File: src/rtl/core/prime_gap_residue_histogram_top_macros.svh
// assertion macros shared by the rtl files of the histogram block
// expects clk and arst_n in the scope of each use
`ifndef PRIME_GAP_RESIDUE_HISTOGRAM_TOP_MACROS_SVH
`define PRIME_GAP_RESIDUE_HISTOGRAM_TOP_MACROS_SVH

// property that must hold at every edge out of reset
`define PGRH_ASSERT_HOLDS(label, prop, msg) \
	label: assert property (@(posedge clk) disable iff (!arst_n) (prop)) else $error(msg);

// same-cycle implication
`define PGRH_ASSERT_IMPLIES(label, ante, cons, msg) \
	label: assert property (@(posedge clk) disable iff (!arst_n) (ante) |-> (cons)) else $error(msg);

`endif

File: src/rtl/core/pgrh_pkg.sv
// shared types and constants of the prime gap residue histogram block
// no dependencies
package pgrh_pkg;

	// action codes
	localparam logic ACT_RECORD = 1'b0;
	localparam logic ACT_READ   = 1'b1;

	// table select codes
	localparam logic [2:0] SEL_MOD6     = 3'd0;
	localparam logic [2:0] SEL_MOD30    = 3'd1;
	localparam logic [2:0] SEL_MOD210   = 3'd2;
	localparam logic [2:0] SEL_MOD2310  = 3'd3;
	localparam logic [2:0] SEL_MOD30030 = 3'd4;
	localparam logic [2:0] SEL_GAP      = 3'd5;
	localparam logic [2:0] SEL_START    = 3'd6;

	localparam int unsigned MOD_TOP = 30030;
	// floor(2^40 / 30030)
	localparam longint unsigned MOD_TOP_RECIP = 64'd36613773;
	localparam int unsigned MOD_TOP_SHIFT = 40;

	// smaller moduli all divide 30030
	localparam int unsigned SMALL_MOD [4] = '{6, 30, 210, 2310};
	// floor(2^30 / m)
	localparam longint unsigned SMALL_RECIP [4] = '{178956970, 35791394, 5113056, 464823};
	localparam int unsigned SMALL_SHIFT = 30;

	// 256^i mod 30030
	localparam int unsigned BYTE_WEIGHT [8] =
		'{1, 256, 5476, 20476, 16636, 24586, 17746, 8446};

	localparam int FIFO_DEPTH = 16;
	localparam int FIFO_PW = 4;

	typedef struct packed {
		logic [2:0]  r6;
		logic [4:0]  r30;
		logic [7:0]  r210;
		logic [11:0] r2310;
		logic [14:0] r30030;
	} res_t;

	typedef struct packed {
		logic bump;
		logic twice;
	} cnt_req_t;

endpackage

File: src/rtl/core/pgrh_residue.sv
// five-stage pipeline giving a 64-bit number mod 6, 30, 210, 2310 and 30030
// depends on pgrh_pkg
module pgrh_residue
	import pgrh_pkg::*;
(
	input  logic        clk,
	input  logic [63:0] value,
	output res_t        res
);

	logic [24:0] x_sum;
	logic [24:0] x_s2, x_s3;
	logic [50:0] prod3;
	logic [9:0]  q_s3;
	logic [15:0] t4;
	logic [14:0] r_s4, r_s5;
	logic [42:0] prod5 [4];
	logic [12:0] q_s5 [4];
	logic [15:0] t6 [4];
	logic [11:0] rm [4];

	// weighted byte sum, congruent to value mod 30030
	always_comb begin
		x_sum = '0;
		for (int i = 0; i < 8; i++) begin
			x_sum = x_sum + 25'(value[8*i +: 8]) * 25'(BYTE_WEIGHT[i]);
		end
	end

	assign prod3 = 51'(x_s2) * 51'(MOD_TOP_RECIP);
	assign t4 = 16'(x_s3 - 25'(q_s3) * 25'(MOD_TOP));

	always_comb begin
		for (int k = 0; k < 4; k++) begin
			prod5[k] = 43'(r_s4) * 43'(SMALL_RECIP[k]);
			t6[k] = 16'(r_s5) - 16'(q_s5[k]) * 16'(SMALL_MOD[k]);
			rm[k] = (t6[k] >= 16'(SMALL_MOD[k])) ? 12'(t6[k] - 16'(SMALL_MOD[k]))
				: 12'(t6[k]);
		end
	end

	always_ff @(posedge clk) begin
		x_s2 <= x_sum;
		x_s3 <= x_s2;
		q_s3 <= 10'(prod3 >> MOD_TOP_SHIFT);
		r_s4 <= (t4 >= 16'(MOD_TOP)) ? 15'(t4 - 16'(MOD_TOP)) : 15'(t4);
		r_s5 <= r_s4;
		for (int k = 0; k < 4; k++) begin
			q_s5[k] <= 13'(prod5[k] >> SMALL_SHIFT);
		end
		res.r6 <= rm[0][2:0];
		res.r30 <= rm[1][4:0];
		res.r210 <= rm[2][7:0];
		res.r2310 <= rm[3];
		res.r30030 <= r_s5;
	end

endmodule

File: config.mk
export PLATFORM = sky130hd
export DESIGN_NAME = pgrh_residue
export DESIGN_NICKNAME = d
export VERILOG_FILES = /design/src/rtl/core/prime_gap_residue_histogram_top_macros.svh /design/src/rtl/core/pgrh_pkg.sv /design/src/rtl/core/pgrh_residue.sv
export SDC_FILE = /design/constraint.sdc
export NUM_CORES = 2
export LEC_CHECK = 0
export BUFFER_PORTS_ARGS = -buffer_cell sky130_fd_sc_hd__buf_4
export CAP_MARGIN = 20
export CORE_MARGIN = 4
export CORE_UTILIZATION = 55
export DETAILED_ROUTE_END_ITERATION = 8
export GPL_TIMING_DRIVEN = 0
export PLACE_DENSITY = 0.69
export SYNTH_ARGS = -nofsm -noshare
export SYNTH_HDL_FRONTEND = slang
export SYNTH_SLANG_ARGS = --single-unit
File: constraint.sdc
create_clock -name clk -period 11.21 [get_ports clk]
set_input_delay 3.363 -clock clk [delete_from_list [all_inputs] [get_ports clk]]
set_output_delay 3.363 -clock clk [all_outputs]
set_load 0.05 [all_outputs]
# Word-level counts from Yosys, hierarchy flattened
# Memory sizes are Yosys's and may differ from the RTL's.
# Index checks and enable logic that the tools add are counted.
[classes]
n_addsub = 17
mul = 16
n_lt_le_gt_ge = 5
muxes = 5
[ops]
columns = ["cell", "n"]
rows = [
  ["subtractor 15 x 16 -> 16 bit", 4],
  ["multiplier 8 x 13 -> 21 bit, second input constant", 3],
  ["adder 25 x 23 -> 25 bit", 2],
  ["multiplier 25 x 26 -> 50 bit, second input constant", 1],
  ["multiplier 8 x 14 -> 22 bit, second input constant", 2],
  ["multiplier 15 x 27 -> 42 bit, second input constant", 1],
  ["multiplier 15 x 25 -> 40 bit, second input constant", 1],
  ["multiplier 15 x 19 -> 34 bit, second input constant", 1],
  ["multiplier 15 x 18 -> 33 bit, second input constant", 1],
  ["adder 24 x 23 -> 25 bit", 1],
  ["adder 25 x 22 -> 25 bit", 1],
  ["adder 22 x 23 -> 24 bit", 1],
  ["adder 17 x 21 -> 22 bit", 1],
  ["multiplier 8 x 11 -> 19 bit, second input constant", 1],
  ["adder 8 x 16 -> 17 bit", 1],
  ["greater-or-equal comparator 16 x 12 -> 1 bit, second input constant", 1],
  ["greater-or-equal comparator 16 x 15 -> 1 bit, second input constant", 1],
  ["greater-or-equal comparator 16 x 3 -> 1 bit, second input constant", 1],
  ["greater-or-equal comparator 16 x 5 -> 1 bit, second input constant", 1],
  ["greater-or-equal comparator 16 x 8 -> 1 bit, second input constant", 1],
  ["subtractor 16 bit", 1],
  ["multiplier 10 x 14 -> 15 bit, second input constant", 1],
  ["multiplier 13 x 11 -> 15 bit, second input constant", 1],
  ["multiplier 13 x 2 -> 15 bit, second input constant", 1],
  ["other kinds (12)", 12],
]
[word_totals]
ramBits = 52
mem_count = 1
output_inout_bits = 43
in_bits = 65
regBits = 124
[memory_table]
columns = ["name", "depth", "word_bits", "read_ports", "rd_clocked_by_memory_dff", "wr", "line", "rtl"]
rows = [
  ["q_s5", 4, 13, 4, 0, 4, "pgrh_residue.sv:18", "logic [12:0] q_s5 [4];"],
]

# Depth between registers and ports, before layout
[logic_depth]
depth_word = 7
depth_mapped = 33
mapped_depth_nobuf = 33

# Worst setup path before layout
# Ideal clock, no wire load.
[synth_path]
path_type = "input to register"
start = "in value[61]"
end = "reg x_s2[24]"
arrival_time_ns = 10.504
stages = 28
setup_ns = 0.072
required_time_ns = 11.138
path_slack_ns = 0.634
cell_sequence = "fa_1 -> inv_1 -> fa_1 -> fa_1 -> inv_1 -> fa_1 -> ha_1 -> nand2_1 -> o21ai_0 -> o41ai_1 -> o21ai_0 -> o21a_1 -> a21oi_1 -> xor2_1 -> fa_1 -> inv_1 -> fa_1 -> fa_1 -> ha_1 -> ha_1 -> o211a_1 -> o21ai_0 -> nand2_1 -> a21oi_1 -> a21oi_1 -> a211o_1 -> a21oi_1 -> xor2_1"
[synth_via]
elab_chain_len = 2
[synth_lines]
columns = ["element", "line", "rtl"]
rows = [
  ["start: declaration", "pgrh_residue.sv:7", "input logic [63:0] value,"],
  ["multiplier 8 x 13 -> 21 bit", "pgrh_residue.sv:26", "x_sum = x_sum + 25'(value[8*i +: 8]) * 25'(BYTE_WEIGHT[i]);"],
  ["adder 25 x 22 -> 25 bit", "pgrh_residue.sv:26", ""],
  ["net x_sum[24]", "pgrh_residue.sv:11", "logic [24:0] x_sum;"],
  ["end signal: assignment", "pgrh_residue.sv:43", "x_s2 <= x_sum;"],
  ["end: declaration", "pgrh_residue.sv:12", "logic [24:0] x_s2, x_s3;"],
]
# The timed path passes the listed nets, and every way through them passes these cells.

# Final worst setup path
[layout_path]
start = "in value[39]"
end = "reg x_s2[23]"
[layout_via]
elab_chain_len = 5
[layout_lines]
columns = ["element", "line"]
rows = [
  ["multiplier 8 x 13 -> 21 bit", "pgrh_residue.sv:26"],
  ["adder 24 x 23 -> 25 bit", "pgrh_residue.sv:26"],
  ["adder 25 x 23 -> 25 bit (2 in series)", "pgrh_residue.sv:26"],
  ["adder 25 x 22 -> 25 bit", "pgrh_residue.sv:26"],
  ["net x_sum[23]", "pgrh_residue.sv:11"],
]
# The timed path passes the listed nets, and every way through them passes these cells.

==> impl_metrics.tcl <==
set metrics [dict create \
    arrival_ns 11.27 \
    start_util_pct 55.4 \
    drive_above_1_share_pct 4.36 \
    seq_area_frac_synth_pct 6.89 \
    critPathKind "in -> reg" \
    first_iter_violations 1263 \
    htreeDepth 4 \
    path_buf_inv 5 \
    drc 0 \
    cp_max_fo 6 \
    numClockSinks 156 \
    via_per_inst 5.41 \
    core_area_um2 81800 \
    pre_cts_ws_ns -0.533 \
    end_kind "flop" \
    synth_enable_flop_cells 0 \
    hold_viol_final 0 \
    grt_pass1_wl_mm 167 \
    min_path_type "reg -> reg" \
    async_flop_share_pct 0 \
    mostFrequentLayoutCells "inv_1 (1,127), ha_1 (1,113), fa_1 (714), a21oi_1 (168), xnor2_1 (167)" \
    ioPinCount 108 \
    cp-start-kind "primary input" \
    area_growth_pct 6.17 \
    finClkSkew_ns 0.0154 \
    grtUsageMet3_pct 3.86 \
    finalCriticalPeriod_ns 10.91 \
    global_route.peak_usage_layer "met2" \
    cpMaxStageDelayCell "fa_2" \
    antenna_found_initial 1 \
    use_met2_pct 43.0 \
    drt-total-wl_mm 101 \
    fmax_mhz 91.6 \
    r2r_setup_slack_ns 3.91 \
    setup_ws_ns 0.297 \
    overflow 0 \
    cts_buffers 17 \
    clkTransAtPathRegs_ns 0.07 \
    syn_inst 4608 \
    avgSynthCellArea_um2 9.84 \
    grt_use_met1_pct 30.5 \
    grt_max_degree 17 \
    setup-violations-final 0 \
    hpwl_mm 90.5 \
    fillers 7159 \
    slowest_delay_ns 0.67 \
    postRouteAntennaNets 0 \
    diodes 0 \
    synth_warnings 0 \
    synth_flop_cell "dfxtp_1" \
    synth_fp_nets 6505 \
    grt_usage_pct 24.2 \
    via_count 31500 \
    cp_common_cell "fa_1" \
    die-area_um2 87100 \
    first_global_vias 33200 \
    syn_area_um2 45300 \
    drv_cap 0 \
    std_cell_rows 105 \
    clk_latency_ns 0.46 \
    cp_data_required_time_ns 11.56 \
    status "completed" \
    cpLargestDelayFamily "adder cells" \
    fin_crit_sh_pct 97.3 \
    ys_ff_latch 156 \
    synthDistinctLibCells 80 \
    cts_buffer_depth 2 \
    final_common_cell "inv_1" \
    die_w_um 295 \
    cts_hold_buf 0 \
    tritoncts "built" \
    die_y_um 295 \
    final_nets 6633 \
    root_buffer "clkbuf_16" \
    place_congestion 0.973 \
    timing.slew.headroom_pct 30.0 \
    maxSlewViolCount 0 \
    detail_route.wl_per_cell_um 17.3 \
    dr.pass1.iters 5 \
    tightest_slew_ns 1.05 \
    numPortBuffers 107 \
]
sequential cells by signal, indices dropped and copies added, names as in the netlist:
signal,flops
res,39
q_s5,36
x_s2,25
x_s3,16
r_s4,15
r_s5,15
q_s3,10
final cells by class:
class / instances / area, um^2 / area share, %
clock inverters: 13 / 113 / 0.234
multi-input cells: 3315 / 38000 / 79.0
plain buffers: 10 / 57.6 / 0.120
flip-flops and latches: 156 / 3120 / 6.49
well taps: 1070 / 1340 / 2.78
clock buffers: 17 / 425 / 0.884
inverters: 1127 / 4230 / 8.79
repair buffers: 109 / 838 / 1.74
synthesized netlist by cell type (all sizes together) (17+ instances only):
master	number	area, um^2
inv	1127	4230
o211ai	24	180
a21o	90	676
or3	20	130
xnor2	168	1470
or2	18	113
ha	1113	13900
dfxtp	156	3120
nand3	58	290
nor2b	42	263
nand2b	27	169
fa	719	14400
a31oi	26	178
o21bai	35	263
and3	17	106
nand4	19	119
a211oi	25	188
nand2	92	345
xor2	83	727
o21a	44	330
nor3	61	320
nor2	145	547
a21oi	173	873
o21ai	116	581
o31ai	17	128
repair_timing:
action,4_1_cts,5_1_grt
buffers inserted,0,1
endpoints found under the setup margin,1,5
gates resized for setup,1,23
pin swaps,0,4
stage by stage:
step / util, % / setup TNS, ns / cell area, um^2 / hold WS, ns / instances
after floorplan: - / 0 / 45300 / 0.310 / 4608
after global placement: 58.0 / -1.39 / 47500 / 0.315 / 5785
after detailed placement: 58.0 / -1.60 / 47500 / 0.314 / 5785
after CTS: 58.7 / 0 / 48000 / 0.332 / 5815
after global routing: 58.8 / -0.0473 / 48100 / 0.341 / 5817
final: 58.8 / 0 / 48100 / 0.328 / 5817
cells by family after synthesis:
kind of cell	after synthesis	share of synthesized area, %
adders and majority gates	1832	62.5
buffers and inverters	1137	9.46
AOI/OAI and AO/OA	679	10.1
and+or+nand+nor	544	6.02
xor gates and xnor gates	252	4.90
DFF	156	6.89
muxes	8	0.185
layer usage:
metal | vias up | part of all wire, %
li1 | 15400 | -
met1 | 15300 | 42
met2 | 608 | 50
met3 | 171 | 4.4
met4 | 0 | 3.4
met5 | - | 0
path summary, 6_finish.rpt:
path / start / to / cells after the start
worst max register to register: x_s2[10]$_DFF_P_ / q_s3[9]$_DFF_P_ / 21
worst max-delay path: value[39] / x_s2[23]$_DFF_P_ / 28
worst min-delay path: x_s3[0]$_DFF_P_ / r_s4[0]$_DFF_P_ / 0
worst min register to register: x_s3[0]$_DFF_P_ / r_s4[0]$_DFF_P_ / 0
worst register-to-register path: stages (launching register included):
cell	delay, ns
dfxtp_1	0.74
ha_1	0.41
inv_1	0.21
fa_1	0.63
inv_1	0.08
fa_1	0.57
fa_1	0.44
fa_1	0.52
inv_1	0.06
fa_1	0.53
inv_1	0.05
fa_1	0.47
ha_1	0.35
a21oi_1	0.42
nor2_1	0.11
nor3_1	0.16
a21oi_1	0.10
a31o_2	0.27
and3_1	0.23
or4_1	0.53
a21oi_1	0.20
xnor2_1	0.14
Power is left out: the tool's default activity adds up to more than one toggle a clock period on the data nets, which glitch-free logic cannot reach.
