### config.mk
export PLATFORM = sky130hd
export DESIGN_NAME = pgrh_cntmem
export DESIGN_NICKNAME = d
export VERILOG_FILES = /design/src/rtl/core/prime_gap_residue_histogram_top_macros.svh /design/src/rtl/core/pgrh_pkg.sv /design/src/rtl/core/pgrh_cntmem.sv
export SDC_FILE = /design/constraint.sdc
export NUM_CORES = 1
export LEC_CHECK = 0
export BUFFER_PORTS_ARGS = -buffer_cell sky130_fd_sc_hd__buf_2
export CELL_PAD_IN_SITES_DETAIL_PLACEMENT = 0
export CELL_PAD_IN_SITES_GLOBAL_PLACEMENT = 1
export CORE_MARGIN = 10
export CORE_UTILIZATION = 45
export CTS_CLUSTER_DIAMETER = 150
export DETAILED_ROUTE_END_ITERATION = 16
export PLACE_DENSITY = 0.73
export SYNTH_ARGS = -nofsm -noshare
export SYNTH_HDL_FRONTEND = slang
export SYNTH_SLANG_ARGS = --single-unit
### constraint.sdc
create_clock -name clk -period 8.5 [get_ports clk]
set_input_delay 0 -clock clk [delete_from_list [all_inputs] [get_ports clk]]
set_output_delay 0 -clock clk [all_outputs]
set_load 0.02 [all_outputs]
### src/rtl/core/prime_gap_residue_histogram_top_macros.svh
// assertion macros shared by the rtl files of the histogram block
// expects clk and arst_n in the scope of each use
`ifndef PRIME_GAP_RESIDUE_HISTOGRAM_TOP_MACROS_SVH
`define PRIME_GAP_RESIDUE_HISTOGRAM_TOP_MACROS_SVH

// property that must hold at every edge out of reset
`define PGRH_ASSERT_HOLDS(label, prop, msg) \
	label: assert property (@(posedge clk) disable iff (!arst_n) (prop)) else $error(msg);

// same-cycle implication
`define PGRH_ASSERT_IMPLIES(label, ante, cons, msg) \
	label: assert property (@(posedge clk) disable iff (!arst_n) (ante) |-> (cons)) else $error(msg);

`endif

### src/rtl/core/pgrh_pkg.sv
// shared types and constants of the prime gap residue histogram block
// no dependencies
package pgrh_pkg;

	// action codes
	localparam logic ACT_RECORD = 1'b0;
	localparam logic ACT_READ   = 1'b1;

	// table select codes
	localparam logic [2:0] SEL_MOD6     = 3'd0;
	localparam logic [2:0] SEL_MOD30    = 3'd1;
	localparam logic [2:0] SEL_MOD210   = 3'd2;
	localparam logic [2:0] SEL_MOD2310  = 3'd3;
	localparam logic [2:0] SEL_MOD30030 = 3'd4;
	localparam logic [2:0] SEL_GAP      = 3'd5;
	localparam logic [2:0] SEL_START    = 3'd6;

	localparam int unsigned MOD_TOP = 30030;
	// floor(2^40 / 30030)
	localparam longint unsigned MOD_TOP_RECIP = 64'd36613773;
	localparam int unsigned MOD_TOP_SHIFT = 40;

	// smaller moduli all divide 30030
	localparam int unsigned SMALL_MOD [4] = '{6, 30, 210, 2310};
	// floor(2^30 / m)
	localparam longint unsigned SMALL_RECIP [4] = '{178956970, 35791394, 5113056, 464823};
	localparam int unsigned SMALL_SHIFT = 30;

	// 256^i mod 30030
	localparam int unsigned BYTE_WEIGHT [8] =
		'{1, 256, 5476, 20476, 16636, 24586, 17746, 8446};

	localparam int FIFO_DEPTH = 16;
	localparam int FIFO_PW = 4;

	typedef struct packed {
		logic [2:0]  r6;
		logic [4:0]  r30;
		logic [7:0]  r210;
		logic [11:0] r2310;
		logic [14:0] r30030;
	} res_t;

	typedef struct packed {
		logic bump;
		logic twice;
	} cnt_req_t;

endpackage

### src/rtl/core/pgrh_cntmem.sv
// counter memory with registered read, saturating increment and write-back
// forwarding of the last write; depends on pgrh_pkg
module pgrh_cntmem
	import pgrh_pkg::*;
#(
	parameter int DEPTH = 6,
	parameter int CW = 32,
	parameter int CAW = 15,
	localparam int AW = $clog2(DEPTH)
) (
	input  logic           clk,
	input  logic           arst_n,
	input  logic           clr_en,
	input  logic [CAW-1:0] clr_addr,
	input  logic [AW-1:0]  addr,
	input  cnt_req_t       req,
	output logic [CW-1:0]  count
);

	logic [CW-1:0] mem [DEPTH];
	logic [CW-1:0] rd_s1;
	logic [AW-1:0] addr_s1;
	cnt_req_t      req_s1;
	logic          fwd_we_q;
	logic [AW-1:0] fwd_addr_q;
	logic [CW-1:0] fwd_data_q;
	logic [CW-1:0] cur, nxt, wd;
	logic [AW-1:0] wa;
	logic          we, clr_hit;

	function automatic logic [CW-1:0] sat_inc(input logic [CW-1:0] c);
		return (&c) ? c : c + CW'(1);
	endfunction

	assign cur = (fwd_we_q && fwd_addr_q == addr_s1) ? fwd_data_q : rd_s1;
	assign nxt = req_s1.twice ? sat_inc(sat_inc(cur)) : sat_inc(cur);
	assign clr_hit = {1'b0, clr_addr} < (CAW+1)'(DEPTH);
	assign we = clr_en ? clr_hit : req_s1.bump;
	assign wa = clr_en ? AW'(clr_addr) : addr_s1;
	assign wd = clr_en ? '0 : nxt;
	assign count = cur;

	always_ff @(posedge clk) begin
		if (we) begin
			mem[wa] <= wd;
		end
		rd_s1 <= mem[addr];
	end

	always_ff @(posedge clk or negedge arst_n) begin
		if (!arst_n) begin
			req_s1 <= '0;
			fwd_we_q <= 1'b0;
		end else begin
			req_s1 <= req;
			fwd_we_q <= !clr_en && req_s1.bump;
		end
	end

	always_ff @(posedge clk) begin
		addr_s1 <= addr;
		fwd_addr_q <= addr_s1;
		fwd_data_q <= nxt;
	end

endmodule

## Yosys cells after proc, flatten, opt, wreduce, memory -nomap -nowiden

Memories as Yosys holds them, arrays and structs flattened. A register that Yosys moved wholly into a read port is not among the register bits.
Index checks and enable logic that the tools add are counted.

| word-level totals | value |
|---|---|
| register bits | 41 |
| bits in writable memories | 192 |
| input port bits | 23 |
| output and inout bits | 32 |
| logic and storage cells | 25 |
| memories kept | 1 |

Memory list:

| memory | words | bits a word | rd ports | clocked after memory_dff | write ports | line | RTL |
|---|---|---|---|---|---|---|---|
| mem | 6 | 32 | 1 | 1 | 1 | pgrh_cntmem.sv:20 | `logic [CW-1:0] mem [DEPTH];` |

| operators by class | value |
|---|---|
| $add $sub $neg | 2 |
| $lt $le $gt $ge | 1 |
| equality and inequality tests | 1 |
| muxes and demuxes | 9 |
| reduce and logical (&&, ||, !) cells | 5 |

Operators with widths:

| cell | number |
|---|---|
| $mux W32 | 5 |
| $add A32 B1 Y32 const B | 2 |
| $reduce_and A32 Y1 | 2 |
| $lt A15 B3 Y1 const B | 1 |
| $eq A3 B3 Y1 | 1 |
| $mux W1 | 3 |
| $mux W3 | 1 |
| $logic_and A1 B1 Y1 | 2 |
| $logic_not A1 Y1 | 1 |

## Depth between registers and ports, before layout

| logic depth | value |
|---|---|
| depth after elaboration | 9 |
| gate-level depth with buffers | 29 |

## Worst setup path after synthesis

No wires, ideal clock.

| path | value |
|---|---|
| path kind | register -> register |
| start point | reg addr_s1[0] |
| end point | mem mem[0][16], data pin |
| setup time | 0.250 ns |
| arrival | 5.693 ns |
| data required time | 8.250 ns |
| path slack | 2.557 ns |
| stages on the path, launching flop included | 29 |
| period minus slack after synthesis | 5.943 ns |
| path through | dfxtp_1 -> xnor2_1 -> and4_1 -> buf_6 -> buf_8 -> buf_6 -> buf_6 -> buf_6 -> buf_4 -> buf_2 -> nand2_1 -> nand2_1 -> ha_1 -> buf_2 -> nand3_1 -> nor2_1 -> and4_1 -> o21a_1 -> clkbuf_1 -> xnor2_1 -> inv_1 -> ha_1 -> and3_1 -> nand4_1 -> a21boi_1 -> nand2_1 -> nor3_1 -> nor2b_1 -> a211oi_1 |

| between the ends | value |
|---|---|
| longest elaborated chain between the ends | 9 |

RTL lines:

| item | line | RTL |
|---|---|---|
| from (decl) | pgrh_cntmem.sv:22 | `logic [AW-1:0] addr_s1;` |
| from (signal assigned) | pgrh_cntmem.sv:61 | `addr_s1 <= addr;` |
| $eq A3 B3 Y1 * | pgrh_cntmem.sv:35 | `assign cur = (fwd_we_q && fwd_addr_q == addr_s1) ? fwd_data_q : rd_s1;` |
| $logic_and A1 B1 Y1 * | pgrh_cntmem.sv:35 |  |
| $mux W32 * | pgrh_cntmem.sv:35 |  |
| via count[1] | pgrh_cntmem.sv:17 | `output logic [CW-1:0] count` |
| $add A32 B1 Y32 or $reduce_and A32 Y1 (tied branches) | pgrh_cntmem.sv:32 | `return (&c) ? c : c + CW'(1);` |
| $mux W32 * | pgrh_cntmem.sv:32 |  |
| $add A32 B1 Y32 or $reduce_and A32 Y1 (tied branches) | pgrh_cntmem.sv:32 |  |
| $mux W32 | pgrh_cntmem.sv:32 |  |
| $mux W32 * | pgrh_cntmem.sv:36 | `assign nxt = req_s1.twice ? sat_inc(sat_inc(cur)) : sat_inc(cur);` |
| $mux W32 * | pgrh_cntmem.sv:40 | `assign wd = clr_en ? '0 : nxt;` |
| via wd[16] | pgrh_cntmem.sv:27 | `logic [CW-1:0] cur, nxt, wd;` |
| to (decl) | pgrh_cntmem.sv:20 |  |

The timed path passes the listed nets; every way through them passes the cells marked *.

## Final worst setup path

| path | value |
|---|---|
| start point | reg addr_s1[1] |
| end point | mem mem[1][16], data pin |

| between the ends | value |
|---|---|
| longest elaborated chain between the ends | 9 |

RTL lines:

| item | line |
|---|---|
| $eq A3 B3 Y1 * | pgrh_cntmem.sv:35 |
| $logic_and A1 B1 Y1 * | pgrh_cntmem.sv:35 |
| $mux W32 * | pgrh_cntmem.sv:35 |
| $add A32 B1 Y32 or $reduce_and A32 Y1 (tied branches) | pgrh_cntmem.sv:32 |
| $mux W32 * | pgrh_cntmem.sv:32 |
| $add A32 B1 Y32 or $reduce_and A32 Y1 (tied branches) | pgrh_cntmem.sv:32 |
| $mux W32 | pgrh_cntmem.sv:32 |
| $mux W32 * | pgrh_cntmem.sv:36 |
| $mux W32 * | pgrh_cntmem.sv:40 |
| via wd[16] | pgrh_cntmem.sv:27 |

Marked as above.

==> results.toml <==
[outcome]
status = "completed"

[die]
die_area_um2 = 34900
ios = 55
core_area_um2 = 27200
initial_core_util = 0.461
die_w_um = 187
rows = 60
die_height_um = 187

[detailed_routing]
wl_per_cell_um = 22.9
antenna_left = 0
drc = 0
wl_um = 33300
drt_iter0_drc = 823
first_pass_iters = 5
avgViaCountPerCell = 5.86
vias = 8530

[setup_path]
r2r_start = "addr_s1[1]$_DFF_P_"
r2r_slack_ps = 1950
worstRegToRegCells = 20
criticalPathCategory = "reg2reg"
cp-start-kind = "flop"
cp_max_fo = 55
reg2reg_to = "mem[1][16]$_DFFE_PP_"
cp_data_required_time_ps = 8740
end_kind = "flop"
worstPathArrival_ps = 6790

[cts]
cts_buffers = 28
cts_buffer_depth = 3
clk_pin_slew_ps = 60
cts_root_buffer = "clkbuf_16"
holdBufCountCts = 5
cts_setup_buffers = 0
htree_levels = 1
insertion_delay_ps = 550
cts_resized = 0
clkSinkCount = 265
cts_tree = "done"

[sta]
period_share = 0.771
finalClockSkew_ps = 16.9
rsz0062_at_grt = "no"
max_slew_margin = 0.297
setup_viol_count_final = 0
tightest_slew_ps = 1040
slew_violations = 0
fin_crit_ps = 6550
max_freq_mhz = 153
hold_viol = 0
finalSetupTns_ps = 0

[yosys]
synth_top_cells_by_area = "edfxtp_1 (46%), dfxtp_1 (11%), mux4_2 (5.8%), mux2i_1 (5.0%), nand2_1 (3.3%)"
seq_area_frac_synth = 0.579
avgSynthCellArea_um2 = 12.5
synth_edf_count = 192
synthDominantCellAreaShare = 0.461
synth-main-ff-cell = "edfxtp_1"
synth-async-reset-ratio = 0.0113
synth.net_count = 1027
syn_inst = 1002
synth-seq-cells = 265
synth_warnings = 0
yosysTopAreaCell = "edfxtp_1"
synth.distinct_cells = 87
synth_area_um2 = 12500

[global_route]
antenna_found_initial = 0
grt_pass1_vias = 8410
grt_pass1_wl_um = 50900
grt.total_usage = 0.185
grt_overflow_total = 0
grt_max_degree = 66

[pwr]
ir_drop_mv = 0.111
power.density_nw_per_um2 = 212
p_leak_nw = 4.97

[cells_and_area]
drive_above_1_share = 0.187
n_antenna_cell = 0
nets = 1087
syn2layout_area_growth_pct = 12.6
instances_no_fill = 1456

[placement]
gp_congestion = 0.937
dp_hpwl_um = 22800
port_buffers = 54
place_inst = 1399

[min_path]
hp-start = "addr[2]"
hold_depth = 2
worst_hold_path.endpoint = "addr_s1[2]$_DFF_P_"
hold_path_class = "in2reg"

[flow_run]
drv_cap = 0
metal layers:
layer	vias to the layer above	routed length (µm)	global-route usage	share of wire
met3	49	2040	0.0244	0.061
li1	3966	-	-	-
met1	4234	15600	0.272	0.47
met2	281	15000	0.284	0.45
met5	-	0	0	0
met4	0	694	0.0459	0.021
how the worst max path moves through the flow:
stage,from,to,slack (ps),depth (start not counted)
after floorplan,addr_s1[0]$_DFF_P_,mem[0][16]$_DFFE_PP_,2560,28
after global placement,addr_s1[0]$_DFF_P_,mem[4][16]$_DFFE_PP_,2290,20
after detailed placement,addr_s1[1]$_DFF_P_,mem[2][16]$_DFFE_PP_,2070,20
after CTS,addr_s1[1]$_DFF_P_,mem[1][16]$_DFFE_PP_,2070,20
after global routing,addr_s1[1]$_DFF_P_,mem[1][16]$_DFFE_PP_,1310,20
final,addr_s1[1]$_DFF_P_,mem[1][16]$_DFFE_PP_,1950,20
per-stage QoR:
stage	instance area, µm²	hold WS, ps	total power, mW	setup WS [ps]	utilization
3_3_place_gp	13200	-199	1.85	2290	0.484
6_report	14100	47.4	2.98	1950	0.518
4_1_cts	14100	82.4	3.00	2070	0.518
2_1_floorplan	12500	-296	1.73	2560	-
3_5_place_dp	13200	-198	1.85	2070	0.484
5_1_grt	14100	88.1	3.09	1310	0.518
flip-flops by register name, summed over array words and instances (netlist names):
signal / cells
rd_s1: 32
addr_s1: 3
fwd_we_q: 1
fwd_data_q: 32
fwd_addr_q: 3
mem: 192
req_s1: 2
synth_stat cells, drive strengths merged, types with 16 or more instances:
| cell type | number |
|---|---|
| nand2 | 109 |
| buf | 29 |
| and2 | 16 |
| xnor2 | 21 |
| nor2 | 64 |
| dfxtp | 70 |
| inv | 27 |
| nor3 | 27 |
| nand4 | 42 |
| mux2i | 64 |
| mux4 | 32 |
| nand3 | 28 |
| a21oi | 57 |
| edfxtp | 192 |
power breakdown:
| part | total [mW] | internal [mW] | switching (mW) | leakage [nW] |
|---|---|---|---|---|
| logic | 0.329 | 0.113 | 0.216 | 2.17 |
| clock network | 1.15 | 0.654 | 0.500 | 0.411 |
| registers | 1.50 | 1.45 | 0.0521 | 2.39 |
logic make-up after synthesis:
group,count (synthesis),synth area share
AO/OA/AOI/OAI,151,0.0854
XOR/XNOR,36,0.0276
adder cells (fa/ha/maj),2,0.00200
buffers and inverters,69,0.0276
flip-flops,265,0.579
multiplexers,108,0.120
AND/OR/NAND/NOR,371,0.159
cells in the final DEF, fill, tap and decap left out, types with 8 or more instances in the layout:
cell,n
nor2_1,58
xor2_1,12
nor3_1,24
or4_1,12
xnor2_1,20
buf_4,14
clkinvlp_4,8
nand3_1,27
a31oi_1,8
mux2_2,11
mux2i_1,63
dfxtp_1,70
buf_2,53
and3_1,15
nor4_1,11
clkbuf_16,29
and2_1,16
o31ai_1,10
inv_1,27
edfxtp_1,192
a21oi_1,56
nand2_1,109
nand4_1,37
o21ai_0,11
mux4_2,32
critical path, stage by stage, from the launching register on:
cell and delay (ps):
dfxtp_1 390, xnor2_1 140, nand4_2 110, buf_4 510, mux2i_1 230, inv_1 120
ha_1 430, nand4_1 220, nor4_1 400, and3_1 250, o21a_1 600, nand2_1 120
nand2_1 120, ha_1 230, and3_1 240, nand4_1 150, a21boi_1 540, nand2_1 290
nor3_1 420, nor2b_1 110, a211oi_1 620
cell type report:
type | instances | area [µm²]
repair buffers | 72 | 420
clock buffers | 31 | 733
multi-input cells | 668 | 4970
inverters | 27 | 101
well taps | 372 | 465
fillers | 2378 | 13100
clock inverters | 21 | 151
flip-flops and latches | 265 | 7240
No activity file was read; power rests on OpenSTA's default activity.
